--- config.mk ---
export PLATFORM = sky130hd
export DESIGN_NAME = stpk_merge
export DESIGN_NICKNAME = d
export VERILOG_FILES = /design/src/hdl/stpk_pkg.sv /design/src/hdl/stpk_merge.sv
export SDC_FILE = /design/constraint.sdc
export NUM_CORES = 1
export LEC_CHECK = 0
export BUFFER_PORTS_ARGS = -buffer_cell sky130_fd_sc_hd__buf_2
export CORE_MARGIN = 2
export CORE_UTILIZATION = 50
export CTS_CLUSTER_SIZE = 40
export DETAILED_ROUTE_END_ITERATION = 8
export GPL_TIMING_DRIVEN = 0
export PLACE_DENSITY = 0.83
export SLEW_MARGIN = 0
export SYNTH_ARGS = -nofsm -noshare
export SYNTH_HDL_FRONTEND = slang
export SYNTH_SLANG_ARGS = --single-unit
--- constraint.sdc ---
create_clock -name clk_i -period 5.95 [get_ports clk_i]
set_input_delay 1.19 -clock clk_i [delete_from_list [all_inputs] [get_ports clk_i]]
set_output_delay 1.19 -clock clk_i [all_outputs]
set_load 0.02 [all_outputs]
--- src/hdl/stpk_pkg.sv ---
// Shared types, constants and helpers for the stereo half side-by-side / top-bottom packer.
`timescale 1ns / 1ps
package stpk_pkg;

  // Size register width, its one-bit-wider compare width, sample and coordinate widths
  localparam int SZW = 13;
  localparam int EW  = SZW + 1;
  localparam int SW  = 8;
  localparam int DW  = 12;
  localparam int CIW = 2;

  // Register reset values for the plane size
  localparam int WIDTH_RESET  = 1920;
  localparam int HEIGHT_RESET = 1080;

  typedef enum logic [CIW-1:0] {
    CFG_PACK_MODE    = 2'd0,
    CFG_PLANE_WIDTH  = 2'd1,
    CFG_PLANE_HEIGHT = 2'd2
  } cfg_idx_e;

  typedef enum logic {
    MODE_SBS = 1'b0,
    MODE_TAB = 1'b1
  } pack_mode_e;

  // Per-item control, worked out when the beat is accepted
  typedef struct packed {
    logic          tb;
    logic          carry;
    logic          emit;
    logic          done;
    logic [DW-1:0] x0;
    logic [DW-1:0] y0;
    logic [DW-1:0] x1;
    logic [DW-1:0] y1;
  } item_t;

  typedef struct packed {
    logic tb;
    logic carry;
  } lane_ctl_t;

  typedef struct packed {
    logic [SW-1:0] value;
    logic [DW-1:0] x;
    logic [DW-1:0] y;
    logic          done;
  } result_t;

  // Clamp a size to [2, hi]
  function automatic logic [SZW-1:0] clamp_size(input logic [SZW-1:0] v,
                                                input logic [SZW:0] hi);
    logic [SZW-1:0] r;
    if (v < SZW'(2)) begin
      r = SZW'(2);
    end else if ({1'b0, v} > hi) begin
      r = hi[SZW-1:0];
    end else begin
      r = v;
    end
    return r;
  endfunction

endpackage

--- src/hdl/stpk_merge.sv ---
// Merge stage: takes both lane results and sends them out one beat at a time.
`timescale 1ns / 1ps
module stpk_merge (
  input  logic                     clk_i,
  input  logic                     rst_ni,
  input  logic                     s1_valid_i,
  input  logic                     s1_emit_i,
  input  stpk_pkg::result_t        res0_i,
  input  stpk_pkg::result_t        res1_i,
  output logic                     s1_go_o,
  output logic                     out_valid_o,
  input  logic                     out_stall_i,
  output logic [stpk_pkg::SW-1:0]  packed_value_o,
  output logic [stpk_pkg::DW-1:0]  dest_x_o,
  output logic [stpk_pkg::DW-1:0]  dest_y_o,
  output logic                     last_of_run_o,
  output logic                     plane_done_o
);
  import stpk_pkg::*;

  logic    full_q, sel_q;
  result_t res0_q, res1_q, cur;
  logic    load_ok, load;

  assign load_ok = !full_q || (sel_q && !out_stall_i);
  assign s1_go_o = !s1_emit_i || load_ok;
  assign load    = s1_valid_i && s1_emit_i && load_ok;

  // Track which of the pair is on the output
  always_ff @(posedge clk_i or negedge rst_ni) begin
    if (!rst_ni) begin
      full_q <= 1'b0;
      sel_q  <= 1'b0;
    end else if (load) begin
      full_q <= 1'b1;
      sel_q  <= 1'b0;
    end else if (full_q && !out_stall_i) begin
      if (sel_q) begin
        full_q <= 1'b0;
      end
      sel_q <= !sel_q;
    end
  end

  // Capture the pair
  always_ff @(posedge clk_i) begin
    if (load) begin
      res0_q <= res0_i;
      res1_q <= res1_i;
    end
  end

  assign cur            = sel_q ? res1_q : res0_q;
  assign out_valid_o    = full_q;
  assign packed_value_o = cur.value;
  assign dest_x_o       = cur.x;
  assign dest_y_o       = cur.y;
  assign last_of_run_o  = sel_q;
  assign plane_done_o   = sel_q && cur.done;

endmodule

==> impl_metrics.yaml <==
clock_tree:
  path_clk_slew_ps: 60
  cts_max_level: 3
  cts_root_buf: "clkbuf_8"
  insertion_delay_ps: 330
  cts_tree: "yes"
  cts_setup_buffers: 0
  post_cts_resized: 0
  numCtsBuffers: 9
  clockBufferDepth: 2
  clock_sinks: 67
  cts.hold.buffers_added: 0
drt:
  first_pass_iters: 4
  wire_per_inst_um: 14.41
  vias_per_cell: 4.618
  drtAntennaViolNets: 0
  wirelength_um: 4381
  vias: 1404
  drcViolationCount: 0
  initialDrtViolationCount: 66
critical_path:
  cp.arrival_ps: 2040
  cp_max_fo: 3
  cp.required_ps: 4760
  crit_path_end_kind: "output pin"
  reg2reg_depth: 4
  crit_type: "input pin to output pin"
  cp-start-kind: "input pin"
hold_path:
  hold_class: "input pin to asynchronous set/reset pin"
yosys:
  synth_nets: 184
  yosys_register_bits: 67
  yosys-mux-area-fraction_pct: 17.90
  yosys.area_share.simple_pct: 1.164
  synth_warnings: 0
  synth_area_um2: 2580
  yosysUniqueCellTypes: 14
  synthAdderAreaFrac_pct: 0
  synth_compound_gate_area_share_pct: 0.7759
  synth_xor_area_share_pct: 0
  synth_top_family_by_area: "multiplexers"
  ys_seq_area_share_pct: 77.59
  syn_inst: 113
  postSynthAreaPerCell_um2: 22.83
grt:
  antenna_found_initial: 0
  gr-total-overflow: 0
  grt_max_degree: 35
  grt_pass1_wl_um: 6423
  grt_use_total_pct: 16.41
  grt_pass1_vias: 1413
sta:
  relSlewSlack_pct: 40.01
  max_freq_mhz: 309.5
  timing.final.ws_setup_ps: 2719
  timing_hold_violations_final: 0
  setup_viol: 0
  slew_violations: 0
  setup-tns-final_ps: 0
  skew_ps: 6.952
  fin_crit_ps: 3231
  worst_slew_pin_slew_ps: 897.8
  finalCritPeriodShare_pct: 54.30
  rsz0062_at_grt: "false"
finish:
  regArea_um2: 2002
  final_layout_size_suffix_gt1_share_pct: 66.24
  multi_input_area_um2: 519.2
  syn2layout_area_growth_pct: 31.62
  diodes: 0
  layout_common_cells: "105 x buf_2, 65 x edfxtp_1, 27 x mux2_4"
  final_common_cell: "buf_2"
  fillCellCount: 338
  final_nets: 301
outcome:
  status: "finished, final reports clean"
placement:
  dpl_worst_slack_ps: 2731
  port_buffers: 105
  place_hpwl_um: 3129
  gp_congestion: 0.7333
floorplan:
  dieHeight_um: 75.83
  core-area_um2: 5042
  die_area_um2: 5750
  start_util_pct: 51.17
  io_pins: 107
  rows: 26
  die-width_um: 75.83
power:
  power.total_mw: 1.411
  p_leak_nw: 1.420
  ir_drop_mv: 0.2123
  powerDensity_nw_per_um2: 415.5
job:
  max-cap-violations: 0
[cells by family after synthesis]
logic type      count (synthesis)
simple gates                    6
mux                            32
flops                          67
compound gates                  3
buf+inv                         5
[cells in the mapped netlist (all sizes together)]
cell type / number / area, um2
buf: 4 / 62.56
nor2: 1 / 3.750
and2: 1 / 6.260
o211ai: 1 / 7.510
o21ai: 1 / 5.000
mux2: 32 / 461.7
inv: 1 / 3.750
a21boi: 1 / 7.510
dfrtp: 2 / 50.05
nand2b: 2 / 12.51
nand2: 2 / 7.510
edfxtp: 65 / 1952
[registers in the layout, indices dropped and copies added (netlist names)]
signal and count:
res1_q 33, res0_q 32, last_of_run_o 1, out_valid_o 1
[critical path, cell delays in order]
cell and delay, ps:
buf_2 90, inv_1 40, a21boi_0 450, nand2_1 90
buf_2 170
[worst paths after layout]
kind | slack [ps] | startpoint | to
setup / recovery | 2720 | out_stall_i | s1_go_o
max in group asynchronous | 5210 | rst_ni | last_of_run_o
hold / removal | 640 | rst_ni | out_valid_o
setup reg to reg | 3840 | last_of_run_o | res1_q[7]
hold reg to reg | 650 | out_valid_o | last_of_run_o
min in group clk_i | 650 | out_valid_o | last_of_run_o
[final cells by class]
cell class | instances | area share [%]
sequential | 67 | 58.95
tap | 70 | 2.579
clock inverter | 3 | 1.179
inverter | 1 | 0.1105
clock buffer | 12 | 3.979
multi-input combinational | 41 | 15.29
buffer | 4 | 1.842
timing repair buffer | 106 | 16.06
[per-stage QoR]
stage | cell area [um2] | hold slack [ps] | cells | utilization [%]
6_report | 3396 | 635.4 | 304 | 67.34
3_5_place_dp | 3221 | 632.0 | 289 | 63.87
2_1_floorplan | 2580 | 672.3 | 113 | -
3_3_place_gp | 3193 | 563.1 | 288 | 63.33
4_1_cts | 3396 | 618.5 | 304 | 67.34
5_1_grt | 3396 | 612.9 | 304 | 67.34
[power by group]
part / internal [mW] / switching [mW]
sequential: 0.574 / 0.0142
combinational: 0.236 / 0.249
clock: 0.190 / 0.148
total: 1.00 / 0.411
[metal layers]
layer  GRT usage [%]  wire length (um)  part of all wire [%]
met4           9.357                86                   2.0
met1           16.09              1601                    37
met5               0                 0                     0
met3           6.481               301                   6.9
met2           29.12              2392                    55
(Power assumes the default switching activity.)
