$ cat src/hdl/stpk_pkg.sv
// Shared types, constants and helpers for the stereo half side-by-side / top-bottom packer.
`timescale 1ns / 1ps
package stpk_pkg;

  // Size register width, its one-bit-wider compare width, sample and coordinate widths
  localparam int SZW = 13;
  localparam int EW  = SZW + 1;
  localparam int SW  = 8;
  localparam int DW  = 12;
  localparam int CIW = 2;

  // Register reset values for the plane size
  localparam int WIDTH_RESET  = 1920;
  localparam int HEIGHT_RESET = 1080;

  typedef enum logic [CIW-1:0] {
    CFG_PACK_MODE    = 2'd0,
    CFG_PLANE_WIDTH  = 2'd1,
    CFG_PLANE_HEIGHT = 2'd2
  } cfg_idx_e;

  typedef enum logic {
    MODE_SBS = 1'b0,
    MODE_TAB = 1'b1
  } pack_mode_e;

  // Per-item control, worked out when the beat is accepted
  typedef struct packed {
    logic          tb;
    logic          carry;
    logic          emit;
    logic          done;
    logic [DW-1:0] x0;
    logic [DW-1:0] y0;
    logic [DW-1:0] x1;
    logic [DW-1:0] y1;
  } item_t;

  typedef struct packed {
    logic tb;
    logic carry;
  } lane_ctl_t;

  typedef struct packed {
    logic [SW-1:0] value;
    logic [DW-1:0] x;
    logic [DW-1:0] y;
    logic          done;
  } result_t;

  // Clamp a size to [2, hi]
  function automatic logic [SZW-1:0] clamp_size(input logic [SZW-1:0] v,
                                                input logic [SZW:0] hi);
    logic [SZW-1:0] r;
    if (v < SZW'(2)) begin
      r = SZW'(2);
    end else if ({1'b0, v} > hi) begin
      r = hi[SZW-1:0];
    end else begin
      r = v;
    end
    return r;
  endfunction

endpackage

$ cat src/hdl/stpk_raster.sv
// Configuration registers, raster counters and destination address generation.
`timescale 1ns / 1ps
module stpk_raster #(
  parameter int MAX_WIDTH  = 4096,
  parameter int MAX_HEIGHT = 4096
) (
  input  logic                            clk_i,
  input  logic                            rst_ni,
  input  logic                            cfg_we_i,
  input  logic [stpk_pkg::CIW-1:0]        cfg_idx_i,
  input  logic [stpk_pkg::SZW-1:0]        cfg_data_i,
  input  logic                            step_i,
  output stpk_pkg::item_t                 item_o,
  output logic                            hold_o,
  output logic                            store_we_o,
  output logic [$clog2(MAX_WIDTH)-1:0]    store_addr_o
);
  import stpk_pkg::*;

  localparam int CW = $clog2(MAX_WIDTH);
  localparam int RW = $clog2(MAX_HEIGHT);
  localparam logic [SZW:0]   MaxW = EW'(MAX_WIDTH);
  localparam logic [SZW:0]   MaxH = EW'(MAX_HEIGHT);
  localparam logic [SZW-1:0] WRst = clamp_size(SZW'(WIDTH_RESET), MaxW);
  localparam logic [SZW-1:0] HRst = clamp_size(SZW'(HEIGHT_RESET), MaxH);

  logic           mode_q;
  logic [SZW-1:0] w_q, h_q;
  logic [CW-1:0]  col_q, col_d;
  logic [RW-1:0]  row_q, row_d;

  logic           wrap;
  logic [CW-1:0]  x;
  logic [RW:0]    ry;
  logic [RW-1:0]  y;
  logic [CW:0]    xn;
  logic [RW:0]    yn;
  logic           col_end, row_end;
  logic [SZW-1:0] x_ext, y_ext, half_w, half_h, x_half, y_half;
  logic           x_last;
  logic [SZW-1:0] x0_w, y0_w, x1_w, y1_w;

  // Hold configuration, clamping the sizes as they are written
  always_ff @(posedge clk_i or negedge rst_ni) begin
    if (!rst_ni) begin
      mode_q <= MODE_SBS;
      w_q    <= WRst;
      h_q    <= HRst;
    end else if (cfg_we_i) begin
      case (cfg_idx_i)
        CFG_PACK_MODE:    mode_q <= cfg_data_i[0];
        CFG_PLANE_WIDTH:  w_q    <= clamp_size(cfg_data_i, MaxW);
        CFG_PLANE_HEIGHT: h_q    <= clamp_size(cfg_data_i, MaxH);
        default:          ;
      endcase
    end
  end

  // Position of this beat, moving on first if the size shrank under the counters
  always_comb begin
    wrap   = EW'(col_q) >= EW'(w_q);
    x      = wrap ? '0 : col_q;
    ry     = wrap ? ({1'b0, row_q} + (RW+1)'(1)) : {1'b0, row_q};
    y      = (EW'(ry) >= EW'(h_q)) ? '0 : ry[RW-1:0];
    xn     = {1'b0, x} + (CW+1)'(1);
    yn     = {1'b0, y} + (RW+1)'(1);
    col_end = EW'(xn) >= EW'(w_q);
    row_end = EW'(yn) >= EW'(h_q);
    if (col_end) begin
      col_d = '0;
      row_d = row_end ? '0 : yn[RW-1:0];
    end else begin
      col_d = xn[CW-1:0];
      row_d = y;
    end
  end

  // Advance the raster on each accepted beat
  always_ff @(posedge clk_i or negedge rst_ni) begin
    if (!rst_ni) begin
      col_q <= '0;
      row_q <= '0;
    end else if (step_i) begin
      col_q <= col_d;
      row_q <= row_d;
    end
  end

  // Destination coordinates and flags for both eyes
  always_comb begin
    x_ext  = SZW'(x);
    y_ext  = SZW'(y);
    half_w = w_q >> 1;
    half_h = h_q >> 1;
    x_half = x_ext >> 1;
    y_half = y_ext >> 1;
    x_last = x_ext == (w_q - SZW'(1));
    item_o = '0;
    x0_w   = '0;
    y0_w   = '0;
    x1_w   = '0;
    y1_w   = '0;
    if (mode_q == MODE_SBS) begin
      item_o.tb   = 1'b0;
      item_o.done = (y_ext == (h_q - SZW'(1))) && x_last;
      y0_w        = y_ext;
      y1_w        = y_ext;
      if (x[0]) begin
        item_o.emit = 1'b1;
        x0_w        = x_half;
        x1_w        = half_w + x_half;
      end else begin
        item_o.emit  = x_last;
        item_o.carry = 1'b1;
        x0_w         = half_w - SZW'(1);
        x1_w         = half_w + half_w - SZW'(1);
      end
    end else begin
      item_o.tb   = 1'b1;
      item_o.emit = y[0];
      item_o.done = (y_ext == (half_h + half_h - SZW'(1))) && x_last;
      x0_w        = x_ext;
      x1_w        = x_ext;
      y0_w        = y_half;
      y1_w        = half_h + y_half;
    end
    item_o.x0 = x0_w[DW-1:0];
    item_o.y0 = y0_w[DW-1:0];
    item_o.x1 = x1_w[DW-1:0];
    item_o.y1 = y1_w[DW-1:0];
  end

  assign hold_o       = step_i && (mode_q == MODE_SBS) && !x[0];
  assign store_we_o   = step_i && (mode_q == MODE_TAB) && !y[0];
  assign store_addr_o = x;

endmodule

$ cat config.mk
export PLATFORM = sky130hd
export DESIGN_NAME = stpk_raster
export DESIGN_NICKNAME = d
export VERILOG_FILES = /design/src/hdl/stpk_pkg.sv /design/src/hdl/stpk_raster.sv
export SDC_FILE = /design/constraint.sdc
export NUM_CORES = 1
export LEC_CHECK = 0
export BUFFER_PORTS_ARGS = -buffer_cell sky130_fd_sc_hd__buf_2
export CORE_UTILIZATION = 45
export DETAILED_ROUTE_END_ITERATION = 12
export SLEW_MARGIN = 20
export SYNTH_ARGS = -nofsm -noshare
export SYNTH_HDL_FRONTEND = slang
export SYNTH_SLANG_ARGS = --single-unit
$ cat constraint.sdc
create_clock -name clk_i -period 21.8 [get_ports clk_i]
set_input_delay 3.27 -clock clk_i [delete_from_list [all_inputs] [get_ports clk_i]]
set_output_delay 3.27 -clock clk_i [all_outputs]
set_load 0.01 [all_outputs]
==> results of run 1 <==
## sequential cells by signal, summed over array words and instances (netlist names)
name and cells:
col_q 12, h_q 13, mode_q 1, row_q 12
w_q 13
## layout by cell type (no fill, tap or decap), types with 9 or more instances in the layout
cell	synthesis	layout
nand2_1	100	100
a211oi_1	9	9
buf_2	4	84
nor4_1	11	11
nor3_1	25	25
ha_1	83	83
nand3_1	24	24
and3_1	14	14
nand4_1	21	21
inv_1	80	80
a21o_1	15	15
nand2b_1	15	15
o21ai_0	88	88
dfrtp_1	43	42
xnor2_1	63	63
a21oi_1	82	82
xor2_1	16	16
nor2_1	71	70
## report_power, final
group | internal [mW] | switching [mW]
Clock | 0.0660 | 0.0423
Sequential | 0.116 | 0.0433
Combinational | 0.275 | 0.440
## logic make-up (layout without fill, tap and decap cells)
family | Yosys count | after routing | share of synthesized area
AO/OA/AOI/OAI | 269 | 269 | 0.239
adder cells (fa/ha/maj) | 85 | 85 | 0.153
AND/OR/NAND/NOR | 333 | 333 | 0.236
XOR/XNOR | 79 | 79 | 0.0983
flip-flops | 51 | 51 | 0.183
buffers and inverters | 131 | 183 | 0.0755
multiplexers | 10 | 10 | 0.0155
## routing by layer
layer / wire length, um / vias to the layer above
met5: 0 / -
met3: 1620 / 24
met4: 343 / 0
met2: 9590 / 262
li1: - / 3513
met1: 11800 / 3354
## worst paths after layout
kind	endpoint	slack [ns]	depth (start not counted)	startpoint
worst max-delay path	item_o[11]	10.99	26	w_q[3]
worst max register to register	row_q[1]	12.86	27	w_q[3]
min in group asynchronous	w_q[12]	3.08	2	rst_ni
max in group asynchronous	mode_q	18.23	2	rst_ni
worst min register to register	w_q[10]	0.52	2	w_q[10]
worst min-delay path	w_q[10]	0.52	2	w_q[10]
## critical path, stage by stage, from the launching register on
cell and delay, ns:
dfrtp_1 0.59, inv_1 0.14, ha_1 0.35, a21oi_1 0.13, a21boi_0 0.13, o311ai_2 0.63, a21boi_0 0.32, xnor2_1 0.44
inv_1 0.15, ha_1 0.30, o21a_1 0.11, a21oi_1 0.07, o311ai_1 0.78, nand2_1 0.49, nand2_1 0.32, inv_1 0.12
ha_1 0.29, a21o_1 0.18, a21oi_1 0.21, o21ai_0 0.11, a21oi_1 0.24, o21a_1 0.17, o21ai_0 0.12, o41ai_1 0.37
xnor2_1 0.11, a21o_1 0.19, buf_2 0.13
## cell type report
type,count,area (sq um),share of cell area
multi-input combinational,776,5220,0.673
timing repair buffer,91,473,0.0610
inverter,84,315,0.0407
tap,211,264,0.0340
clock buffer,5,125,0.0161
sequential,51,1290,0.166
clock inverter,3,67.6,0.00871
==> flow_summary_export.csv, run 1 <==
group,metric,value,unit
floorplanning,io_pins,85,
worst_setup_path,crit_required,18.53,ns
sta,setup_viol,0,
worst_setup_path,worstSetupEndpointType,"output pin",
global_route,grt_max_degree,56,
sta,finalHoldViolations,0,
cts,cts-root-buf,"clkbuf_16",
logic_synthesis,synth_most_common_cell,"nand2_1",
global_route,grt.busiest_layer,"met1",
worst_setup_path,critPathKind,"reg2out",
route,vias_per_cell,5.86,
worst_setup_path,startpoint_type,"flop",
cells_and_area,diodes,0,
cts,cts_tree,"yes",
logic_synthesis,synthCells,958,
cells_and_area,drive_gt1_frac,0.131,
floorplanning,die_w,127,um
power_and_ir_drop,power.density,127,nW/um^2
cells_and_area,fin_area,7760,sq um
logic_synthesis,synth_area,7040,sq um
cts,holdBufCountCts,0,
cells_and_area,final_cells,1221,
cts,cts_resized,0,
min_path,min_path_type,"reg2reg",
logic_synthesis,synthFlopType,"dfrtp_1",
route,drt_iter0_markers,610,
logic_synthesis,yosys.cell_types.count,74,
logic_synthesis,syn_nets,1062,
floorplanning,die-area,16100,sq um
sta,rsz0062_at_grt,"false",
route,wl_per_cell,19.1,um
sta,post-route-min-period,10.81,ns
floorplanning,die_y,127,um
global_route,antenna_found_initial,0,
logic_synthesis,synth_enable_flop_cells,0,
global_route,grt_pass1_wl,36500,um
cts,htreeDepth,2,
route,via_count,7153,
global_route,globalRouteMet2Util,0.424,
sta,slew_violations,0,
flow_run,cap_violations,0,
logic_synthesis,yosysTopAreaCell,"dfrtp_1",
logic_synthesis,ys_seq_area_frac,0.183,
placement,placed_cells,1213,
floorplanning,start_util,0.461,
route,wl,23400,um
sta,skew,0.0108,ns
global_route,overflow,0,
global_route,grt.total_usage,0.294,
sta,whs,0.519,ns
cts,clockBufferDepth,2,
logic_synthesis,synthTopCellsByCount,"100 x nand2_1, 88 x o21ai_0, 83 x ha_1",
sta,setup_tns,0,ns
logic_synthesis,syn_area_per_cell,7.35,sq um
cts,clock_sinks,51,
power_and_ir_drop,power.total,983,uW
placement,port_buffers,84,
cells_and_area,syn2layout_area_growth,10.2,%
sta,period_share,0.496,
sta,relSlewSlack,0.394,
cts,post-cts-setup-buffer-count,0,
power_and_ir_drop,leakagePower,3.65,nW
global_route,grt_pass1_vias,6408,
floorplanning,fp-row-count,45,
cells_and_area,fin_nets,1113,
worst_setup_path,cp.arrival,7.54,ns
logic_synthesis,synth_area_leaders,"dfrtp_1 15%, ha_1 15%, xnor2_1 7.8%",
logic_synthesis,synth_warnings,0,
logic_synthesis,synth_top_area_frac,0.153,
cts,clkTransAtPathRegs,0.07,ns
placement,post-dp-hpwl,18400,um
global_route,grtUsageMet1,0.457,
cells_and_area,finalCoreUtilization,0.508,
logic_synthesis,ys_seq_elements,51,
route,drc,0,
cells_and_area,n_fill_cell,1576,
sta,fmax,0.0925,GHz
sta,worst_slew_pin_slew,0.894,ns
sta,setup_ws,10.99,ns
placement,pre_cts_ws,11.57,ns
global_route,use_met3,0.0419,
route,ant_nets,0,
placement,gp_congestion,0.941,
floorplanning,coreArea,15300,sq um
route,drt-pass1-iter-count,5,
placement,placed_cell_area,7560,sq um
power_and_ir_drop,vdd_ir_drop_max,0.0000547,V
cts,cts_buffers,5,
worst_setup_path,path_max_fanout,11,
cts,clkLatencyLatePin,0.32,ns
run_status,status,"completed",
logic_synthesis,ys_async_sr_fraction,1.00,
Note: power is estimated with default switching activity, not from simulation.
==> inputs of run 2 (changes only) <==
==> constraint.sdc (replaced) <==
create_clock -name clk_i -period 11 [get_ports clk_i]
set_input_delay 1.65 -clock clk_i [delete_from_list [all_inputs] [get_ports clk_i]]
set_output_delay 1.65 -clock clk_i [all_outputs]
set_load 0.01 [all_outputs]
==> run 2 against run 1 <==
  * Core utilization is 0.14 points lower
  * Critical path depth unchanged
  * Sequential share of layout area about the same
  * Critical endpoint unchanged
  * Largest power group unchanged
  * Highest routed layer unchanged
==> flow_summary_export.csv, run 2 (same netlist as run 1, synthesis figures left out) <==
group,metric,value,unit
run_status,status,"completed",
sta,fmax,0.108,GHz
min_path,min_to,"w_q[10]",
global_route,antenna_found_initial,0,
cts,cts_resized,0,
power_and_ir_drop,leakagePower,3.64,nW
cts,clock_sinks,51,
power_and_ir_drop,power_frac_clock,0.102,
worst_setup_path,startpoint_type,"flop",
sta,slew_violations,0,
floorplanning,io_pins,85,
placement,gp_congestion,0.911,
power_and_ir_drop,power.density,250,nW/um^2
worst_setup_path,cp.arrival,7.62,ns
power_and_ir_drop,internal-power,889,uW
global_route,overflow,0,
sta,rsz0062_at_grt,"false",
floorplanning,fp-row-count,45,
cts,post-cts-setup-buffer-count,0,
placement,placed_cell_area,7560,sq um
route,wl,23600,um
power_and_ir_drop,power_frac_comb,0.735,
worst_setup_path,cpMostUsedCell,"a21oi_1",
cts,clkLatencyLatePin,0.31,ns
route,ant_nets,0,
worst_setup_path,path_max_fanout,11,
floorplanning,start_util,0.461,
floorplanning,die_w,127,um
cells_and_area,final_cell_mix,"100 x nand2_1, 88 x o21ai_0, 84 x buf_2, 83 x ha_1, 82 x a21oi_1",
cts,clockBufferDepth,2,
worst_setup_path,critPathKind,"reg2out",
min_path,hp-start,"w_q[10]",
sta,whs,0.519,ns
cts,cts-root-buf,"clkbuf_16",
sta,setup_tns,0,ns
worst_setup_path,rrSetupSlack,2.66,ns
power_and_ir_drop,pwr-share-seq,0.163,
flow_run,cap_violations,0,
floorplanning,die-area,16100,sq um
route,wl_per_cell,19.4,um
sta,relSlewSlack,0.410,
sta,finalHoldViolations,0,
sta,period_share,0.842,
cts,clkTransAtPathRegs,0.07,ns
worst_setup_path,worst_r2r_path_depth,27,
worst_setup_path,cp_num_buf_inv,4,
sta,post-route-min-period,9.27,ns
floorplanning,die_y,127,um
sta,setup_viol,0,
floorplanning,coreArea,15300,sq um
global_route,grt_pass1_vias,6518,
sta,setup_ws,1.73,ns
global_route,grt_max_degree,56,
worst_setup_path,cpMaxStageDelayCell,"o311ai_1",
worst_setup_path,r2r-end,"row_q[9]",
min_path,min_path_type,"reg2reg",
sta,skew,0.00734,ns
worst_setup_path,r2r-start,"w_q[3]",
cts,htreeDepth,2,
route,drt_iter0_markers,742,
placement,pre_cts_ws,2.20,ns
power_and_ir_drop,power.total,1.93,mW
route,vias_per_cell,5.90,
route,via_count,7209,
power_and_ir_drop,vdd_ir_drop_max,0.000134,V
global_route,grt.total_usage,0.298,
cells_and_area,fin_area,7730,sq um
power_and_ir_drop,p_switching,1.05,mW
worst_setup_path,crit_required,9.35,ns
cts,holdBufCountCts,0,
cells_and_area,syn2layout_area_growth,9.88,%
power_and_ir_drop,p_sw_frac,0.541,
cts,cts_tree,"yes",
sta,worst_slew_pin_slew,0.874,ns
cells_and_area,fin_nets,1113,
min_path,hold_path_depth,2,
placement,port_buffers,84,
placement,post-dp-hpwl,18600,um
global_route,grt_pass1_wl,37100,um
cells_and_area,final_common_cell,"nand2_1",
cells_and_area,drive_gt1_frac,0.130,
worst_setup_path,max_stage_delay,0.75,ns
cts,cts_buffers,5,
cells_and_area,top_regs,"h_q (13), w_q (13)",
route,drt-pass1-iter-count,5,
worst_setup_path,path_delay_family,"compound AO/OA/AOI/OAI gates",
route,drc,0,
cells_and_area,diodes,0,
worst_setup_path,worstSetupEndpointType,"output pin",
## run 2: cell count changes in the layout (fill, tap and decap cells not counted)
cell	previous run	this run
nor2_1	70	71
clkinvlp_4	1	0
clkbuf_8	0	1
bufinv_16	2	1
clkinv_2	0	1
nor2_2	1	0
## run 2: final cells by class
cell class / instances / area, sq um
clock inverters: 2 / 35.0
repair buffers: 91 / 473
fillers: 1548 / 7520
well taps: 211 / 264
flip-flops and latches: 51 / 1290
clock buffers: 6 / 139
inverters: 84 / 315
multi-input cells: 776 / 5220
## run 2: worst max path at each step
stage                      end  depth (start not counted)   start  slack [ns]
floorplan           item_o[10]                         30  w_q[8]        3.45
global placement    item_o[11]                         26  w_q[3]        2.18
detailed placement  item_o[11]                         26  w_q[3]        2.20
CTS                 item_o[11]                         26  w_q[3]        1.82
global route        item_o[10]                         28  w_q[3]        0.99
finish              item_o[11]                         26  w_q[3]        1.73
## run 2: per-layer routing
layer | vias up | routed length, um | GRT usage
met2 | 289 | 9830 | 0.430
met1 | 3390 | 11700 | 0.461
met3 | 14 | 1930 | 0.0511
li1 | 3516 | - | -
met4 | 0 | 211 | 0.0595
met5 | - | 0 | 0
## run 2: power by group through the flow
stage	clock, mW	sequential [mW]	combinational [mW]
after global routing	0.204	0.321	1.58
after global placement	0	0.314	1.40
final	0.197	0.315	1.42
after floorplan	0	0.268	1.02
after detailed placement	0	0.315	1.39
after CTS	0.197	0.312	1.40
## run 2: metrics by stage
step | instances | utilization
global route | 1221 | 0.507
floorplan | 958 | -
finish | 1221 | 0.507
global placement | 1213 | 0.496
CTS | 1221 | 0.507
detailed placement | 1213 | 0.496
## run 2: worst reg2reg max path: cells and delay by family, from the launching register on
family / cells / cell delay [ns]
simple gates: 6 / 2.70
compound gates: 11 / 2.66
fa+ha+maj: 4 / 1.04
xor+xnor: 2 / 0.75
flops: 1 / 0.60
buf+inv: 4 / 0.52
==> inputs of run 3 (changes only) <==
--- a/config.mk
+++ b/config.mk
@@ -8,6 +8,7 @@
 export BUFFER_PORTS_ARGS = -buffer_cell sky130_fd_sc_hd__buf_2
 export CORE_UTILIZATION = 45
 export DETAILED_ROUTE_END_ITERATION = 12
+export PLACE_DENSITY = 0.67
 export SLEW_MARGIN = 20
 export SYNTH_ARGS = -nofsm -noshare
 export SYNTH_HDL_FRONTEND = slang
==> constraint.sdc (replaced) <==
create_clock -name clk_i -period 8.4 [get_ports clk_i]
set_input_delay 1.26 -clock clk_i [delete_from_list [all_inputs] [get_ports clk_i]]
set_output_delay 1.26 -clock clk_i [all_outputs]
set_load 0.01 [all_outputs]
==> run 3 against run 2 <==
  * Count of clock-buffer cells in the layout down 1
  * Die area unchanged
  * Core utilization up 0.55 points
  * Non-clock buffer count up 6
  * Critical path depth up 2
  * Largest cell class unchanged
  * Largest power group unchanged
==> flow_summary_export.csv, run 3 (same netlist as run 1, synthesis figures left out) <==
group,metric,value,unit
sta,post-route-min-period,7.94,ns
global_route,grt.total_usage,0.286,
cts,cts_tree,"yes",
cells_and_area,multi_input_area,5240,sq um
sta,setup_viol,0,
cells_and_area,diodes,0,
cts,clock_sinks,51,
power_and_ir_drop,p_switching,1.36,mW
placement,placed_cells,1219,
worst_setup_path,critPathKind,"reg2out",
cts,cts_buffers,5,
placement,gp_congestion,0.984,
worst_setup_path,r2r-start,"w_q[4]",
cells_and_area,top_regs,"h_q (13), w_q (13)",
power_and_ir_drop,power.density,328,nW/um^2
power_and_ir_drop,power.total,2.56,mW
global_route,globalRouteMet2Util,0.438,
global_route,grt_pass1_wl,35800,um
sta,period_share,0.945,
route,drc,0,
worst_setup_path,cpMostUsedCell,"inv_1",
cts,clkLatencyLatePin,0.32,ns
global_route,grtUsageMet1,0.431,
power_and_ir_drop,internal-power,1.20,mW
worst_setup_path,cp.arrival,6.68,ns
global_route,grt_pass1_vias,6496,
floorplanning,die_y,127,um
power_and_ir_drop,pwr-share-seq,0.159,
floorplanning,start_util,0.461,
cells_and_area,final_common_cell,"nand2_1",
route,ant_nets,0,
sta,whs,0.515,ns
route,via_count,7310,
sta,worst_slew_pin_slew,0.984,ns
route,vias_per_cell,5.96,
power_and_ir_drop,power_frac_clock,0.110,
worst_setup_path,startpoint_type,"flop",
cells_and_area,drive_gt1_frac,0.141,
cts,clockBufferDepth,2,
sta,setup_tns,0,ns
power_and_ir_drop,vdd_ir_drop_max,0.000181,V
worst_setup_path,path_max_fanout,9,
cells_and_area,ff_latch_area,1290,sq um
sta,rsz0062_at_grt,"false",
cts,holdBufCountCts,0,
cts,cts-root-buf,"clkbuf_16",
worst_setup_path,max_stage_delay,0.58,ns
worst_setup_path,worst_r2r_path_depth,28,
worst_setup_path,setup.worst_path.start,"w_q[4]",
sta,relSlewSlack,0.340,
sta,fmax,0.126,GHz
floorplanning,io_pins,85,
global_route,grt.busiest_layer,"met2",
min_path,min_path_type,"reg2reg",
route,wl_per_cell,18.7,um
global_route,use_met3,0.0364,
worst_setup_path,crit_required,7.14,ns
min_path,hp-start,"w_q[10]",
run_status,status,"completed",
worst_setup_path,cpMaxStageDelayCell,"dfrtp_1",
worst_setup_path,r2r-end,"row_q[9]",
cts,clkTransAtPathRegs,0.07,ns
floorplanning,die-area,16100,sq um
floorplanning,fp-row-count,45,
placement,post-dp-hpwl,18000,um
cells_and_area,final_cells,1227,
sta,finalHoldViolations,0,
power_and_ir_drop,leakagePower,3.68,nW
route,drt-pass1-iter-count,5,
sta,skew,0.0131,ns
route,drt_iter0_markers,620,
route,wl,23000,um
cells_and_area,syn2layout_area_growth,11.1,%
global_route,antenna_found_initial,0,
cts,htreeDepth,2,
worst_setup_path,worstSetupEndpointType,"output pin",
cells_and_area,n_fill_cell,1556,
power_and_ir_drop,power_frac_comb,0.731,
worst_setup_path,rrSetupSlack,0.87,ns
floorplanning,coreArea,15300,sq um
global_route,grt_max_degree,61,
power_and_ir_drop,p_sw_frac,0.531,
sta,slew_violations,0,
flow_run,cap_violations,0,
worst_setup_path,worstSetupEndpoint,"item_o[10]",
placement,port_buffers,84,
cells_and_area,final_cell_mix,"99 x nand2_1, 87 x o21ai_0, 84 x buf_2, 83 x ha_1, 82 x a21oi_1",
global_route,overflow,0,
cells_and_area,fin_nets,1119,
floorplanning,die_w,127,um
==> run 3: changes by cell type in the layout (fill, tap and decap cells not counted), sizes merged <==
cell      delta
bufinv       +1
clkbuf       -1
clkinv       -1
buf          +6
clkinvlp     +1
==> run 3: what timing repair did <==
| item | 4_1_cts | 5_1_grt |
|---|---|---|
| endpoints found under the setup margin | 0 | 6 |
| setup buffers | 0 | 0 |
| gates resized for setup | 0 | 7 |
==> run 3: worst min-delay path by stage <==
stage	depth (start not counted)	to
2_1_floorplan	2	h_q[11]
3_3_place_gp	2	h_q[3]
3_5_place_dp	2	w_q[10]
4_1_cts	2	w_q[10]
5_1_grt	2	w_q[9]
6_report	2	w_q[10]
==> run 3: power by group through the flow <==
stage,clock network (mW),logic (mW),registers (mW)
2_1_floorplan,0,1.34,0.351
3_3_place_gp,0,1.82,0.407
3_5_place_dp,0,1.83,0.406
4_1_cts,0.283,1.84,0.402
5_1_grt,0.291,2.07,0.415
6_report,0.282,1.87,0.407
==> run 3: area by class of cell <==
type                    count  area share
clock buffers               5      0.0160
flip-flops and latches     51       0.165
well taps                 211      0.0338
multi-input cells         776       0.670
inverters                  84      0.0403
repair buffers             97      0.0663
clock inverters             3     0.00864
==> run 3: layer usage <==
metal | vias to the layer above | wire, um
met4 | 0 | 268
met5 | - | 0
met2 | 293 | 10000
li1 | 3535 | -
met3 | 16 | 1820
met1 | 3466 | 10900
==> run 3: per-stage QoR <==
| step | setup slack (ns) | utilization | cell area [sq um] |
|---|---|---|---|
| 6_report | 0.458 | 0.512 | 7820 |
| 5_1_grt | 0.0503 | 0.512 | 7820 |
| 4_1_cts | 0.187 | 0.511 | 7800 |
| 3_5_place_dp | 0.569 | 0.498 | 7610 |
| 3_3_place_gp | 0.729 | 0.498 | 7610 |
| 2_1_floorplan | 1.24 | - | 7040 |
==> run 3: critical path, delay by kind of cell (launching register included) <==
| family | cells | cell delay [ns] |
|---|---|---|
| buf+inv | 6 | 0.87 |
| simple gates | 5 | 1.01 |
| flops | 1 | 0.58 |
| compound gates | 12 | 2.42 |
| fa+ha+maj | 4 | 1.17 |
| xor+xnor | 1 | 0.27 |
