`src/hdl/stpk_pkg.sv`:
```
// Shared types, constants and helpers for the stereo half side-by-side / top-bottom packer.
`timescale 1ns / 1ps
package stpk_pkg;

  // Size register width, its one-bit-wider compare width, sample and coordinate widths
  localparam int SZW = 13;
  localparam int EW  = SZW + 1;
  localparam int SW  = 8;
  localparam int DW  = 12;
  localparam int CIW = 2;

  // Register reset values for the plane size
  localparam int WIDTH_RESET  = 1920;
  localparam int HEIGHT_RESET = 1080;

  typedef enum logic [CIW-1:0] {
    CFG_PACK_MODE    = 2'd0,
    CFG_PLANE_WIDTH  = 2'd1,
    CFG_PLANE_HEIGHT = 2'd2
  } cfg_idx_e;

  typedef enum logic {
    MODE_SBS = 1'b0,
    MODE_TAB = 1'b1
  } pack_mode_e;

  // Per-item control, worked out when the beat is accepted
  typedef struct packed {
    logic          tb;
    logic          carry;
    logic          emit;
    logic          done;
    logic [DW-1:0] x0;
    logic [DW-1:0] y0;
    logic [DW-1:0] x1;
    logic [DW-1:0] y1;
  } item_t;

  typedef struct packed {
    logic tb;
    logic carry;
  } lane_ctl_t;

  typedef struct packed {
    logic [SW-1:0] value;
    logic [DW-1:0] x;
    logic [DW-1:0] y;
    logic          done;
  } result_t;

  // Clamp a size to [2, hi]
  function automatic logic [SZW-1:0] clamp_size(input logic [SZW-1:0] v,
                                                input logic [SZW:0] hi);
    logic [SZW-1:0] r;
    if (v < SZW'(2)) begin
      r = SZW'(2);
    end else if ({1'b0, v} > hi) begin
      r = hi[SZW-1:0];
    end else begin
      r = v;
    end
    return r;
  endfunction

endpackage

```
`src/hdl/stpk_lane.sv`:
```
// One eye's lane: held sample and rounded pair average.
`timescale 1ns / 1ps
module stpk_lane (
  input  logic                     clk_i,
  input  logic                     rst_ni,
  input  logic                     hold_en_i,
  input  logic [stpk_pkg::SW-1:0]  hold_sample_i,
  input  logic [stpk_pkg::SW-1:0]  sample_i,
  input  logic [stpk_pkg::SW-1:0]  store_sample_i,
  input  stpk_pkg::lane_ctl_t      ctl_i,
  output logic [stpk_pkg::SW-1:0]  value_o
);
  import stpk_pkg::*;

  logic [SW-1:0] held_q;
  logic [SW-1:0] partner;
  logic [SW:0]   sum;

  // Hold the even-column sample for side-by-side averaging
  always_ff @(posedge clk_i or negedge rst_ni) begin
    if (!rst_ni) begin
      held_q <= '0;
    end else if (hold_en_i) begin
      held_q <= hold_sample_i;
    end
  end

  // Average with rounding, or pass the sample through for the unpaired column
  always_comb begin
    partner = ctl_i.tb ? store_sample_i : held_q;
    sum     = {1'b0, partner} + {1'b0, sample_i} + (SW+1)'(1);
    value_o = ctl_i.carry ? sample_i : sum[SW:1];
  end

endmodule

```
`config.mk`:
```
export PLATFORM = sky130hd
export DESIGN_NAME = stpk_lane
export DESIGN_NICKNAME = d
export VERILOG_FILES = /design/src/hdl/stpk_pkg.sv /design/src/hdl/stpk_lane.sv
export SDC_FILE = /design/constraint.sdc
export NUM_CORES = 1
export LEC_CHECK = 0
export CAP_MARGIN = 5
export CORE_ASPECT_RATIO = 0.75
export CORE_UTILIZATION = 38
export DETAILED_ROUTE_END_ITERATION = 8
export DONT_BUFFER_PORTS = 1
export PLACE_DENSITY = 0.61
export SETUP_SLACK_MARGIN = 0.3
export SYNTH_ARGS = -nofsm -noshare
export SYNTH_HDL_FRONTEND = slang
export SYNTH_SLANG_ARGS = --single-unit
```
`constraint.sdc`:
```
create_clock -name clk_i -period 4.72 [get_ports clk_i]
set_clock_uncertainty 0.05 [all_clocks]
set_input_delay 0 -clock clk_i [delete_from_list [all_inputs] [get_ports clk_i]]
set_output_delay 0 -clock clk_i [all_outputs]
set_load 0.02 [all_outputs]
```
==> impl_table.tex, run 1 <==
\begin{tabular}{lr}
\hline
Metric & Value \\
\hline
\multicolumn{2}{l}{\textbf{Clocking}} \\
\quad H-tree Lvls & 1 \\
\quad Clock latency reported for the late side of the worst-skew pair & 0.25 ns \\
\quad CTS clock-pin slew for the worst setup and hold paths & 0.05 ns \\
\quad CTS tree & done \\
\quad CTS Sinks & 8 \\
\quad Root buffer cell & sky130\_fd\_sc\_hd\_\_clkbuf\_4 \\
\quad Count of cells resized by post-cts repair & 0 \\
\quad Maximum buffer depth of the clock tree & 2 \\
\quad CTS buffer count & 3 \\
\multicolumn{2}{l}{\textbf{Power}} \\
\quad Power per standard cell area & 248 nW/um2 \\
\quad Part of the total power dissipated in sequential elements & 32.4\% \\
\quad Proportion of power drawn by the clock network & 21.1\% \\
\quad Int Pwr & 159 uW \\
\quad Combinational fraction of design power & 46.5\% \\
\quad VDD IR max & 0.000135 V \\
\quad Sw frac & 34.8\% \\
\quad Leakage power & 0.421 nW \\
\quad Power dissipated by switching net loads & 84.5 uW \\
\multicolumn{2}{l}{\textbf{Synth}} \\
\quad Most used flip-flop cell after synthesis & sky130\_fd\_sc\_hd\_\_dfrtp\_1 \\
\quad Post-synth net total & 121 \\
\quad Leading cell type by number of instances after synthesis & sky130\_fd\_sc\_hd\_\_mux2\_2 \\
\quad Netlist area before placement & 779 um2 \\
\quad Total number of yosys warnings & 0 \\
\quad Cell types with the highest counts after synthesis & sky130\_fd\_sc\_hd\_\_mux2\_2, sky130\_fd\_sc\_hd\_\_nand2\_1, sky130\_fd\_sc\_hd\_\_dfrtp\_1, sky130\_fd\_sc\_hd\_\_o21ai\_0, sky130\_fd\_sc\_hd\_\_ha\_1 \\
\quad Number of synthesized flops with an enable pin & 0 \\
\quad Flip-flop and latch count after synthesis & 8 \\
\quad Number of library cell types mapped by synthesis & 24 \\
\quad Share of flip-flops with an asynchronous set or reset after synthesis & 100\% \\
\quad Share of the synthesized area in the top cell type & 25.7\% \\
\quad Number of instances in the synthesized netlist & 84 \\
\quad Cell types occupying the most area after synthesis & sky130\_fd\_sc\_hd\_\_dfrtp\_1, sky130\_fd\_sc\_hd\_\_mux2\_2, sky130\_fd\_sc\_hd\_\_ha\_1 \\
\quad Sequential element share of the synthesized area & 25.7\% \\
\quad Post-synthesis cell type with the largest combined area & sky130\_fd\_sc\_hd\_\_dfrtp\_1 \\
\quad Average footprint of a synthesized cell & 9.28 um2 \\
\multicolumn{2}{l}{\textbf{Global routing}} \\
\quad All-layer global routing usage & 17.3\% \\
\quad Met1 layer usage reported by global route & 17.8\% \\
\quad Global Route met3 Usage & 10.4\% \\
\quad Wire length of the first global-routing pass & 2550 um \\
\quad Remaining global-route overflow & 0 \\
\quad Met2 GRT Util & 30.8\% \\
\quad Number of global-route vias before repair & 643 \\
\quad Busiest layer in global routing & met2 \\
\quad Pin count of the biggest net entering global routing & 16 \\
\quad Antenna violations before repair & 0 \\
\multicolumn{2}{l}{\textbf{Worst setup path}} \\
\quad Sort of element at the start of the critical path & flop \\
\quad CP endpoint kind & output pin \\
\quad Largest fanout on the critical path & 3 \\
\quad Required time of the worst setup path & 4.67 ns \\
\quad Crit path DAT & 2.52 ns \\
\quad Worst Path Class, Setup & flop to output pin \\
\multicolumn{2}{l}{\textbf{STA}} \\
\quad Time the worst path needs with I/O delays and setup & 2.57 ns \\
\quad Achievable Freq & 390 MHz \\
\quad Final count of pins violating max slew & 0 \\
\quad Period utilisation layout & 54.4\% \\
\quad Final setup TNS & 0 ns \\
\quad Worst slew margin relative to its limit & 52.9\% \\
\quad Transition time of the tightest slew-check pin & 0.701 ns \\
\quad Minimum setup slack in the final design & 2.15 ns \\
\quad Setup repair after global routing missed its margin & false \\
\quad Hold Fails Final Rpt & 0 \\
\quad Final setup fails & 0 \\
\multicolumn{2}{l}{\textbf{Floorplan}} \\
\quad Die height & 41.2 um \\
\quad Area of the core & 1820 um2 \\
\quad Number of standard-cell rows in the floorplan & 13 \\
\quad Floorplan die width & 54.3 um \\
\quad Starting Density & 42.8\% \\
\quad Die Outline Area & 2240 um2 \\
\quad I/O pin count & 37 \\
\multicolumn{2}{l}{\textbf{Status}} \\
\quad Run status & complete, no violations \\
\multicolumn{2}{l}{\textbf{Hold path}} \\
\quad Worst Hold Class & input port to async pin \\
\multicolumn{2}{l}{\textbf{Routing}} \\
\quad Via count & 657 \\
\quad Number of antenna-violating nets in the routed design & 0 \\
\quad Total DRC errors in the routed layout & 0 \\
\quad Routed wire length & 1860 um \\
\quad First DRT Iteration DRCs & 6 \\
\quad Number of detailed-route iterations in the first pass & 4 \\
\quad Routed WL per cell & 15.1 um \\
\quad Vias per cell & 5.34 \\
\multicolumn{2}{l}{\textbf{Job}} \\
\quad Max capacitance violation total & 0 \\
\multicolumn{2}{l}{\textbf{Placed design}} \\
\quad Estimated wirelength of the detail-placed design & 1360 um \\
\quad Final Wtd Congestion & 0.857 \\
\quad Post-place setup slack & 2.43 ns \\
\quad Number of port buffers & 0 \\
\multicolumn{2}{l}{\textbf{Cells and area}} \\
\quad Growth of design area from synthesis to finish & 25.8\% \\
\quad Net count of the finished layout & 140 \\
\quad Share of final-layout standard cells stronger than drive strength 1 & 18.8\% \\
\quad Largest reg by FF count & held\_q \\
\quad Filler cells & 172 \\
\quad Number of flip-flops in the largest register & 8 \\
\quad Top flop regs & held\_q (8) \\
\quad Number of antenna repair diodes & 0 \\
\hline
\end{tabular}
layer usage:
metal	wire (um)	up-vias	part of all wire, %
met2	880	26	47
met3	172	0	9.3
li1	-	339	-
met5	0	-	0
met4	0	0	0
met1	806	292	43
power by group through the flow:
| stage | combinational [mW] | clock (mW) | sequential, mW |
|---|---|---|---|
| floorplan | 0.0864 | 0 | 0.0789 |
| global placement | 0.0930 | 0 | 0.0795 |
| detailed placement | 0.0952 | 0 | 0.0799 |
| CTS | 0.112 | 0.0542 | 0.0786 |
| global route | 0.123 | 0.0556 | 0.0798 |
| finish | 0.113 | 0.0513 | 0.0788 |
repair_timing:
item | 4_1_cts | 5_1_grt
setup endpoints to repair | 0 | 0
setup buffers | 0 | 0
hold buffers | 17 | 0
endpoints found under the hold margin | 16 | 0
cells by family (layout without fill, tap and decap cells):
family	after synthesis	after routing	synth area share [%]
AOI/OAI and AO/OA	20	20	15.9
DFF	8	8	25.7
xor gates and xnor gates	4	4	4.50
adders and majority gates	8	8	13.8
and+or+nand+nor	21	21	12.2
buffers and inverters	6	23	3.85
muxes	17	17	24.1
worst max-delay path, cell delays in order, from the launching register on:
cell	delay [ns]
sky130_fd_sc_hd__dfrtp_1	0.37
sky130_fd_sc_hd__mux2_2	0.26
sky130_fd_sc_hd__ha_1	0.32
sky130_fd_sc_hd__nor2_1	0.08
sky130_fd_sc_hd__a2111oi_2	0.45
sky130_fd_sc_hd__nor2b_1	0.10
sky130_fd_sc_hd__xor2_1	0.15
sky130_fd_sc_hd__o21ai_0	0.53
placed cells by master (no fill, tap or decap), types with 2 or more instances in the layout:
master,instances
sky130_fd_sc_hd__a211oi_1,2
sky130_fd_sc_hd__a21oi_1,4
sky130_fd_sc_hd__clkbuf_4,3
sky130_fd_sc_hd__dfrtp_1,8
sky130_fd_sc_hd__dlygate4sd3_1,17
sky130_fd_sc_hd__ha_1,7
sky130_fd_sc_hd__inv_1,3
sky130_fd_sc_hd__mux2_2,14
sky130_fd_sc_hd__mux2i_1,3
sky130_fd_sc_hd__nand2_1,10
sky130_fd_sc_hd__nor2_1,4
sky130_fd_sc_hd__nor2b_1,3
sky130_fd_sc_hd__nor3_1,2
sky130_fd_sc_hd__o21ai_0,8
sky130_fd_sc_hd__o31ai_1,2
sky130_fd_sc_hd__xor2_1,3
final timing paths:
check | startpoint | to | slack [ns] | cells after the start
min | rst_ni | held_q[3] | 0.04 | 1
min reg2reg | held_q[6] | held_q[6] | 0.99 | 2
min in group clk_i | ctl_i[0] | value_o[5] | 0.10 | 1
max in group asynchronous | rst_ni | held_q[6] | 4.32 | 1
max | held_q[2] | value_o[4] | 2.15 | 7
max reg2reg | held_q[7] | held_q[7] | 3.34 | 2
cell type report:
| cell class | count | area, um2 | area share, % |
|---|---|---|---|
| inverter | 3 | 11.3 | 1.15 |
| clock buffer | 3 | 22.5 | 2.30 |
| tap | 22 | 27.5 | 2.81 |
| multi-input combinational | 70 | 549 | 56.0 |
| sequential | 8 | 200 | 20.4 |
| timing repair buffer | 17 | 170 | 17.3 |
per-stage QoR:
stage               cells  util, %  power [mW]  hold slack, ns  instance area [um2]
finish                123     53.8       0.243          0.0387                  981
global route          123     53.8       0.259          0.0556                  981
CTS                   123     53.8       0.245          0.0440                  981
detailed placement    103     43.3       0.175          -0.345                  788
global placement      103     43.3       0.172          -0.345                  788
floorplan              84        -       0.165          -0.346                  779
Power figures use the tool's default switching activity.
==> run 2, diff against run 1 <==
PLACE_DENSITY = 0.63   (was 0.61)
clock period = 2.2 ns   (was 4.72 ns; I/O delays follow)
==> run 2 against run 1 <==
Against the previous run:
- the run now ends with negative setup slack left
- utilization is 16 points higher
- wire length is 24% higher
- combinational power grew to 3.5 times the previous value
- clock-buffer cell count stayed put
- largest cell class unchanged
==> impl_table.tex, run 2 (synthesis gave the netlist of run 1 again) <==
\begin{tabular}{lr}
\hline
Metric & Value \\
\hline
\multicolumn{2}{l}{\textbf{Cells and area}} \\
\quad Top flop regs & held\_q (8) \\
\quad Utilization of the core after routing & 69.8\% (+16 points) \\
\quad Growth of design area from synthesis to finish & 63.2\% \\
\quad Number of antenna repair diodes & 0 (unchanged) \\
\quad Sequential standard cell area & 200 um2 (unchanged) \\
\quad Share of final-layout standard cells stronger than drive strength 1 & 46.6\% (+28 points) \\
\quad Filler cells & 154 (-10\%) \\
\quad Number of flip-flops in the largest register & 8 (unchanged) \\
\quad Most common library cell in the layout ignoring fill and taps & sky130\_fd\_sc\_hd\_\_dlygate4sd3\_1 \\
\quad Final instance area & 1270 um2 (+30\%) \\
\quad Net count of the finished layout & 155 (+11\%) \\
\quad Final non-filler cell total & 138 (+12\%) \\
\quad Commonest cells after routing, fill and taps aside & sky130\_fd\_sc\_hd\_\_dlygate4sd3\_1, sky130\_fd\_sc\_hd\_\_buf\_4, sky130\_fd\_sc\_hd\_\_mux2\_2, sky130\_fd\_sc\_hd\_\_nand2\_1, sky130\_fd\_sc\_hd\_\_dfrtp\_1 \\
\quad Largest reg by FF count & held\_q \\
\quad Area of the multi-input gates & 721 um2 (+31\%) \\
\multicolumn{2}{l}{\textbf{Routing}} \\
\quad Number of antenna-violating nets in the routed design & 0 (unchanged) \\
\quad Vias per cell & 5.63 (+5.4\%) \\
\quad First DRT Iteration DRCs & 13 (+7) \\
\quad Number of detailed-route iterations in the first pass & 4 (unchanged) \\
\quad Routed WL per cell & 16.7 um (+11\%) \\
\quad Via count & 777 (+18\%) \\
\quad Routed wire length & 2310 um (+24\%) \\
\quad Total DRC errors in the routed layout & 0 (unchanged) \\
\multicolumn{2}{l}{\textbf{STA}} \\
\quad Final setup fails & 2 (+2) \\
\quad Final setup TNS & -0.0819 ns (-0.0819 ns) \\
\quad Hold Fails Final Rpt & 0 (unchanged) \\
\quad Setup repair after global routing missed its margin & true \\
\quad Time the worst path needs with I/O delays and setup & 2.25 ns \\
\quad Achievable Freq & 444 MHz \\
\quad Worst slew margin relative to its limit & 75.3\% (+22 points) \\
\quad Hold WS & 0.0177 ns (-0.0210 ns) \\
\quad Final count of pins violating max slew & 0 (unchanged) \\
\quad Minimum setup slack in the final design & -0.0530 ns (-2.21 ns) \\
\quad Period utilisation layout & 102\% \\
\quad Transition time of the tightest slew-check pin & 0.363 ns (-0.338 ns) \\
\multicolumn{2}{l}{\textbf{Worst setup path}} \\
\quad Sort of element at the start of the critical path & flop \\
\quad Worst R2R Setup Slack & 0.66 ns (-2.68 ns) \\
\quad Crit path DAT & 2.20 ns (-0.32 ns) \\
\quad Worst Path Class, Setup & flop to output pin \\
\quad Largest fanout on the critical path & 3 (unchanged) \\
\quad CP endpoint kind & output pin \\
\quad Required time of the worst setup path & 2.15 ns (-2.52 ns) \\
\multicolumn{2}{l}{\textbf{Placed design}} \\
\quad Instance area after placement & 838 um2 (+6.3\%) \\
\quad Estimated wirelength of the detail-placed design & 1350 um (-0.82\%) \\
\quad Number of port buffers & 0 (unchanged) \\
\quad Final Wtd Congestion & 0.735 (-14\%) \\
\quad Post-placement cell count & 108 (+4.9\%) \\
\multicolumn{2}{l}{\textbf{Floorplan}} \\
\quad Number of standard-cell rows in the floorplan & 13 (unchanged) \\
\quad Die Outline Area & 2240 um2 (unchanged) \\
\quad Floorplan die width & 54.3 um (unchanged) \\
\quad Starting Density & 42.8\% (unchanged) \\
\quad I/O pin count & 37 (unchanged) \\
\quad Die height & 41.2 um (unchanged) \\
\quad Area of the core & 1820 um2 (unchanged) \\
\multicolumn{2}{l}{\textbf{Power}} \\
\quad VDD IR max & 0.000262 V (+94\%) \\
\quad Combinational fraction of design power & 57.8\% (+11 points) \\
\quad Part of the total power dissipated in sequential elements & 24.8\% (-7.6 points) \\
\quad Int Pwr & 437 uW (+180\%) \\
\quad Power dissipated by switching net loads & 248 uW (+190\%) \\
\quad Power per standard cell area & 538 nW/um2 (+120\%) \\
\quad Sw frac & 36.2\% (+1.5 points) \\
\quad Proportion of power drawn by the clock network & 17.4\% (-3.7 points) \\
\quad Leakage power & 0.528 nW (+25\%) \\
\multicolumn{2}{l}{\textbf{Global routing}} \\
\quad Wire length of the first global-routing pass & 3170 um (+24\%) \\
\quad Antenna violations before repair & 0 (unchanged) \\
\quad Remaining global-route overflow & 0 (unchanged) \\
\quad All-layer global routing usage & 20.5\% (+3.2 points) \\
\quad Number of global-route vias before repair & 754 (+17\%) \\
\quad Pin count of the biggest net entering global routing & 16 (unchanged) \\
\multicolumn{2}{l}{\textbf{Status}} \\
\quad Run status & finished with violations \\
\quad Violated checks & negative setup slack \\
\multicolumn{2}{l}{\textbf{Clocking}} \\
\quad Clock latency reported for the late side of the worst-skew pair & 0.26 ns (about the same) \\
\quad H-tree Lvls & 1 (unchanged) \\
\quad Maximum buffer depth of the clock tree & 2 (unchanged) \\
\quad Root buffer cell & sky130\_fd\_sc\_hd\_\_clkbuf\_4 \\
\quad CTS Sinks & 8 (unchanged) \\
\quad CTS clock-pin slew for the worst setup and hold paths & 0.05 ns (about the same) \\
\quad CTS buffer count & 3 (unchanged) \\
\quad CTS tree & done \\
\multicolumn{2}{l}{\textbf{Hold path}} \\
\quad Worst Hold Class & input port to output pin \\
\multicolumn{2}{l}{\textbf{Job}} \\
\quad Max capacitance violation total & 0 (unchanged) \\
\hline
\end{tabular}
## run 2: cell types whose count changed in the layout (fill, tap and decap cells not counted), moves of 3 or more
| cell | change |
|---|---|
| sky130_fd_sc_hd__mux2_4 | +3 |
| sky130_fd_sc_hd__ha_4 | +3 |
| sky130_fd_sc_hd__buf_4 | +13 |
| sky130_fd_sc_hd__o21ai_0 | -5 |
| sky130_fd_sc_hd__mux2_2 | -3 |
| sky130_fd_sc_hd__ha_1 | -3 |
## run 2: routing by layer
metal / global-route usage (%) / wire length, um / vias up
met5: 0 / 0 / -
met4: 0 / 38 / 0
met3: 4.44 / 120 / 4
met2: 41.2 / 1160 / 27
met1: 23.9 / 987 / 378
li1: - / - / 368
## run 2: path summary, 6_finish.rpt
kind | startpoint | end | cells after the start
setup / recovery | held_q[2] | value_o[6] | 7
setup reg to reg | held_q[4] | held_q[4] | 3
hold reg to reg | held_q[0] | held_q[0] | 2
min in group asynchronous | rst_ni | held_q[6] | 1
hold / removal | ctl_i[0] | value_o[3] | 1
max in group asynchronous | rst_ni | held_q[1] | 1
## run 2: per-stage QoR
step / power (mW) / worst slack (ns)
2_1_floorplan: 0.363 / 0.273
3_3_place_gp: 0.396 / 0.142
3_5_place_dp: 0.400 / 0.115
4_1_cts: 0.629 / -0.0618
5_1_grt: 0.722 / -0.140
6_report: 0.685 / -0.0530
## run 2: what timing repair did
| action | in CTS | in global routing |
|---|---|---|
| hold buffers | 17 | 0 |
| setup endpoints to repair | 6 | 7 |
| hold endpoints to repair | 16 | 0 |
| setup buffers | 3 | 7 |
| gates resized for setup | 27 | 7 |
| pin swaps | 14 | 16 |
## run 2: worst max-delay path, cell delays in order, from the launching register on
cell	delay (ns)
sky130_fd_sc_hd__dfrtp_1	0.38
sky130_fd_sc_hd__mux2_4	0.28
sky130_fd_sc_hd__ha_4	0.30
sky130_fd_sc_hd__nor2_4	0.05
sky130_fd_sc_hd__a2111oi_4	0.36
sky130_fd_sc_hd__a31oi_1	0.16
sky130_fd_sc_hd__xor2_1	0.17
sky130_fd_sc_hd__o21ai_2	0.25
## run 2: final cells by class
class	count	share of cell area [%]
Multi-Input combinational cell	70	56.6
Inverter	3	0.885
Clock buffer	3	1.77
Timing Repair Buffer	32	22.8
Tap cell	22	2.16
Sequential cell	8	15.7
## run 2: power by group through the flow
stage                     Clock [mW]  Sequential (mW)  Combinational (mW)
final                          0.119            0.170               0.396
after global routing           0.127            0.172               0.423
after CTS                      0.116            0.170               0.343
after detailed placement           0            0.172               0.228
after global placement             0            0.171               0.225
after floorplan                    0            0.169               0.193
==> run 3, diff against run 2 <==
CORE_ASPECT_RATIO = not set   (was 0.75)
CORE_UTILIZATION = 53   (was 38)
PLACE_DENSITY = 0.8   (was 0.63)
SETUP_SLACK_MARGIN = not set   (was 0.3)
==> run 3 against run 2 <==
Against the previous run:
- the flow still finishes with violations (negative setup slack)
- sequential share of layout area is 0.88 points higher
- clock power down 3%
- register-to-register slack improved by 0.11 ns
- cell count shrank 8.7%
- via count increased by 4.1%
- utilization is 20 points higher
- setup slack worse by 0.023 ns
- first-iteration DRC count decreased by 15%
- clock-buffer cell count unchanged
- sequential power about the same
- total power decreased by 3.8%
- non-clock buffer count decreased by 5
- critical endpoint is now value_o[4]
- highest routed layer unchanged
==> impl_table.tex, run 3 (synthesis gave the netlist of run 1 again) <==
\begin{tabular}{lr}
\hline
Metric & Value \\
\hline
\multicolumn{2}{l}{\textbf{Status}} \\
\quad Run status & finished with violations \\
\quad Violated checks & negative setup slack \\
\multicolumn{2}{l}{\textbf{Placed design}} \\
\quad Number of port buffers & 0 (unchanged) \\
\quad Estimated wirelength of the detail-placed design & 1310 um (-3.1\%) \\
\quad Final Wtd Congestion & 0.796 (+8.3\%) \\
\quad Post-place setup slack & 0.0696 ns (-0.0451 ns) \\
\multicolumn{2}{l}{\textbf{STA}} \\
\quad Setup repair after global routing missed its margin & true \\
\quad Hold Fails Final Rpt & 0 (unchanged) \\
\quad Achievable Freq & 439 MHz (-1.0\%) \\
\quad Hold WS & 0.0340 ns (+0.0163 ns) \\
\quad Worst slew margin relative to its limit & 67.4\% (-8.0 points) \\
\quad Final setup TNS & -0.167 ns (-0.0850 ns) \\
\quad Minimum setup slack in the final design & -0.0764 ns (-0.0234 ns) \\
\quad Final setup fails & 3 (+1) \\
\quad Period utilisation layout & 103\% (+1.1 points) \\
\quad Final count of pins violating max slew & 0 (unchanged) \\
\quad Transition time of the tightest slew-check pin & 0.476 ns (+0.113 ns) \\
\quad Time the worst path needs with I/O delays and setup & 2.28 ns (+0.0234 ns) \\
\multicolumn{2}{l}{\textbf{Hold path}} \\
\quad Worst Hold Class & input port to async pin \\
\multicolumn{2}{l}{\textbf{Floorplan}} \\
\quad I/O pin count & 37 (unchanged) \\
\quad Area of the core & 1330 um2 (-27\%) \\
\quad Number of standard-cell rows in the floorplan & 13 (unchanged) \\
\quad Die height & 40.4 um (-2.1\%) \\
\quad Starting Density & 58.4\% (+16 points) \\
\quad Die Outline Area & 1630 um2 (-27\%) \\
\quad Floorplan die width & 40.4 um (-26\%) \\
\multicolumn{2}{l}{\textbf{Power}} \\
\quad Leakage power & 0.492 nW (-6.9\%) \\
\quad Final Power & 659 uW (-3.8\%) \\
\quad Power per standard cell area & 547 nW/um2 (+1.6\%) \\
\quad VDD IR max & 0.000357 V (+36\%) \\
\multicolumn{2}{l}{\textbf{Cells and area}} \\
\quad Number of flip-flops in the largest register & 8 (unchanged) \\
\quad Top flop regs & held\_q (8) \\
\quad Largest reg by FF count & held\_q \\
\quad Share of final-layout standard cells stronger than drive strength 1 & 39.6\% (-6.9 points) \\
\quad Number of antenna repair diodes & 0 (unchanged) \\
\quad Commonest cells after routing, fill and taps aside & sky130\_fd\_sc\_hd\_\_dlygate4sd3\_1, sky130\_fd\_sc\_hd\_\_mux2\_2, sky130\_fd\_sc\_hd\_\_buf\_4, sky130\_fd\_sc\_hd\_\_nand2\_1, sky130\_fd\_sc\_hd\_\_dfrtp\_1 \\
\quad Utilization of the core after routing & 90.3\% (+20 points) \\
\quad Growth of design area from synthesis to finish & 54.6\% \\
\quad Net count of the finished layout & 150 (-3.2\%) \\
\quad Most common library cell in the layout ignoring fill and taps & sky130\_fd\_sc\_hd\_\_dlygate4sd3\_1 \\
\multicolumn{2}{l}{\textbf{Global routing}} \\
\quad Wire length of the first global-routing pass & 3160 um (-0.22\%) \\
\quad Remaining global-route overflow & 0 (unchanged) \\
\quad Pin count of the biggest net entering global routing & 16 (unchanged) \\
\quad Antenna violations before repair & 0 (unchanged) \\
\quad Number of global-route vias before repair & 755 (+0.13\%) \\
\quad All-layer global routing usage & 30.9\% (+10 points) \\
\multicolumn{2}{l}{\textbf{Routing}} \\
\quad Total DRC errors in the routed layout & 0 (unchanged) \\
\quad Routed WL per cell & 19.7 um (+18\%) \\
\quad Vias per cell & 6.42 (+14\%) \\
\quad Number of antenna-violating nets in the routed design & 0 (unchanged) \\
\quad Number of detailed-route iterations in the first pass & 4 (unchanged) \\
\quad First DRT Iteration DRCs & 11 (-2) \\
\quad Routed wire length & 2480 um (+7.5\%) \\
\quad Via count & 809 (+4.1\%) \\
\multicolumn{2}{l}{\textbf{Worst setup path}} \\
\quad Worst Path Class, Setup & flop to output pin \\
\quad CP endpoint kind & output pin \\
\quad Largest fanout on the critical path & 3 (unchanged) \\
\quad Crit path DAT & 2.23 ns (+0.03 ns) \\
\quad Required time of the worst setup path & 2.15 ns (about the same) \\
\quad Sort of element at the start of the critical path & flop \\
\quad Worst reg2reg path depth & 2 (-1) \\
\multicolumn{2}{l}{\textbf{Clocking}} \\
\quad Clock latency reported for the late side of the worst-skew pair & 0.26 ns (about the same) \\
\quad CTS tree & done \\
\quad CTS clock-pin slew for the worst setup and hold paths & 0.06 ns (about the same) \\
\quad Root buffer cell & sky130\_fd\_sc\_hd\_\_clkbuf\_4 \\
\quad H-tree Lvls & 1 (unchanged) \\
\quad CTS buffer count & 3 (unchanged) \\
\quad CTS Sinks & 8 (unchanged) \\
\quad Maximum buffer depth of the clock tree & 2 (unchanged) \\
\multicolumn{2}{l}{\textbf{Job}} \\
\quad Max capacitance violation total & 0 (unchanged) \\
\hline
\end{tabular}
[run 3: cell count changes in the layout (fill, tap and decap cells not counted), moves of 2 or more]
cell / change
sky130_fd_sc_hd__mux2i_2: -2
sky130_fd_sc_hd__o21ai_2: -2
sky130_fd_sc_hd__buf_4: -3
sky130_fd_sc_hd__buf_6: -2
sky130_fd_sc_hd__mux2i_4: +2
sky130_fd_sc_hd__o21ai_0: +3
[run 3: path summary, 6_finish.rpt]
kind	startpoint	endpoint	slack [ns]
max	held_q[4]	value_o[4]	-0.08
min	rst_ni	held_q[6]	0.03
max reg2reg	held_q[6]	held_q[6]	0.77
min reg2reg	held_q[5]	held_q[5]	0.99
max in group asynchronous	rst_ni	held_q[1]	1.80
min in group clk_i	ctl_i[0]	value_o[0]	0.11
[run 3: report_power, final]
part           switching, mW  total [mW]  internal, mW  leakage [nW]
Combinational          0.178       0.371         0.193         0.385
Sequential           0.00950       0.172         0.162        0.0935
Clock                 0.0529       0.115        0.0626        0.0138
Total                  0.241       0.659         0.418         0.492
[run 3: per-stage QoR]
step                cells  area [um2]
detailed placement    103         832
CTS                   124        1170
floorplan              84         779
global route          126        1200
global placement      103         832
finish                126        1200
[run 3: timing repair]
item	CTS	global route
endpoints found under the setup margin	5	5
endpoints found under the hold margin	16	0
resized for setup	22	5
pin swaps	5	6
hold buffers	17	0
setup buffers	1	2
[run 3: critical path: stages (launching register included)]
cell and delay (ns):
sky130_fd_sc_hd__dfrtp_1 0.37, sky130_fd_sc_hd__mux2_4 0.28, sky130_fd_sc_hd__ha_4 0.29, sky130_fd_sc_hd__nand2_4 0.05
sky130_fd_sc_hd__a2111oi_4 0.35, sky130_fd_sc_hd__nor2b_1 0.10, sky130_fd_sc_hd__xor2_1 0.16, sky130_fd_sc_hd__o21ai_1 0.18
sky130_fd_sc_hd__buf_4 0.17
[run 3: layout make-up]
cell class / count / area, um2
Clock buffer: 3 / 22.5
Sequential cell: 8 / 200
Fill cell: 50 / 129
Multi-Input combinational cell: 70 / 707
Inverter: 3 / 11.3
Timing Repair Buffer: 27 / 245
Tap cell: 15 / 18.8
[run 3: layer usage]
layer | vias up | global-route usage, % | wire length [um]
li1 | 362 | - | -
met1 | 392 | 31.1 | 864
met2 | 47 | 54.8 | 1380
met3 | 8 | 11.7 | 170
met4 | 0 | 15.0 | 70
met5 | - | 0 | 0
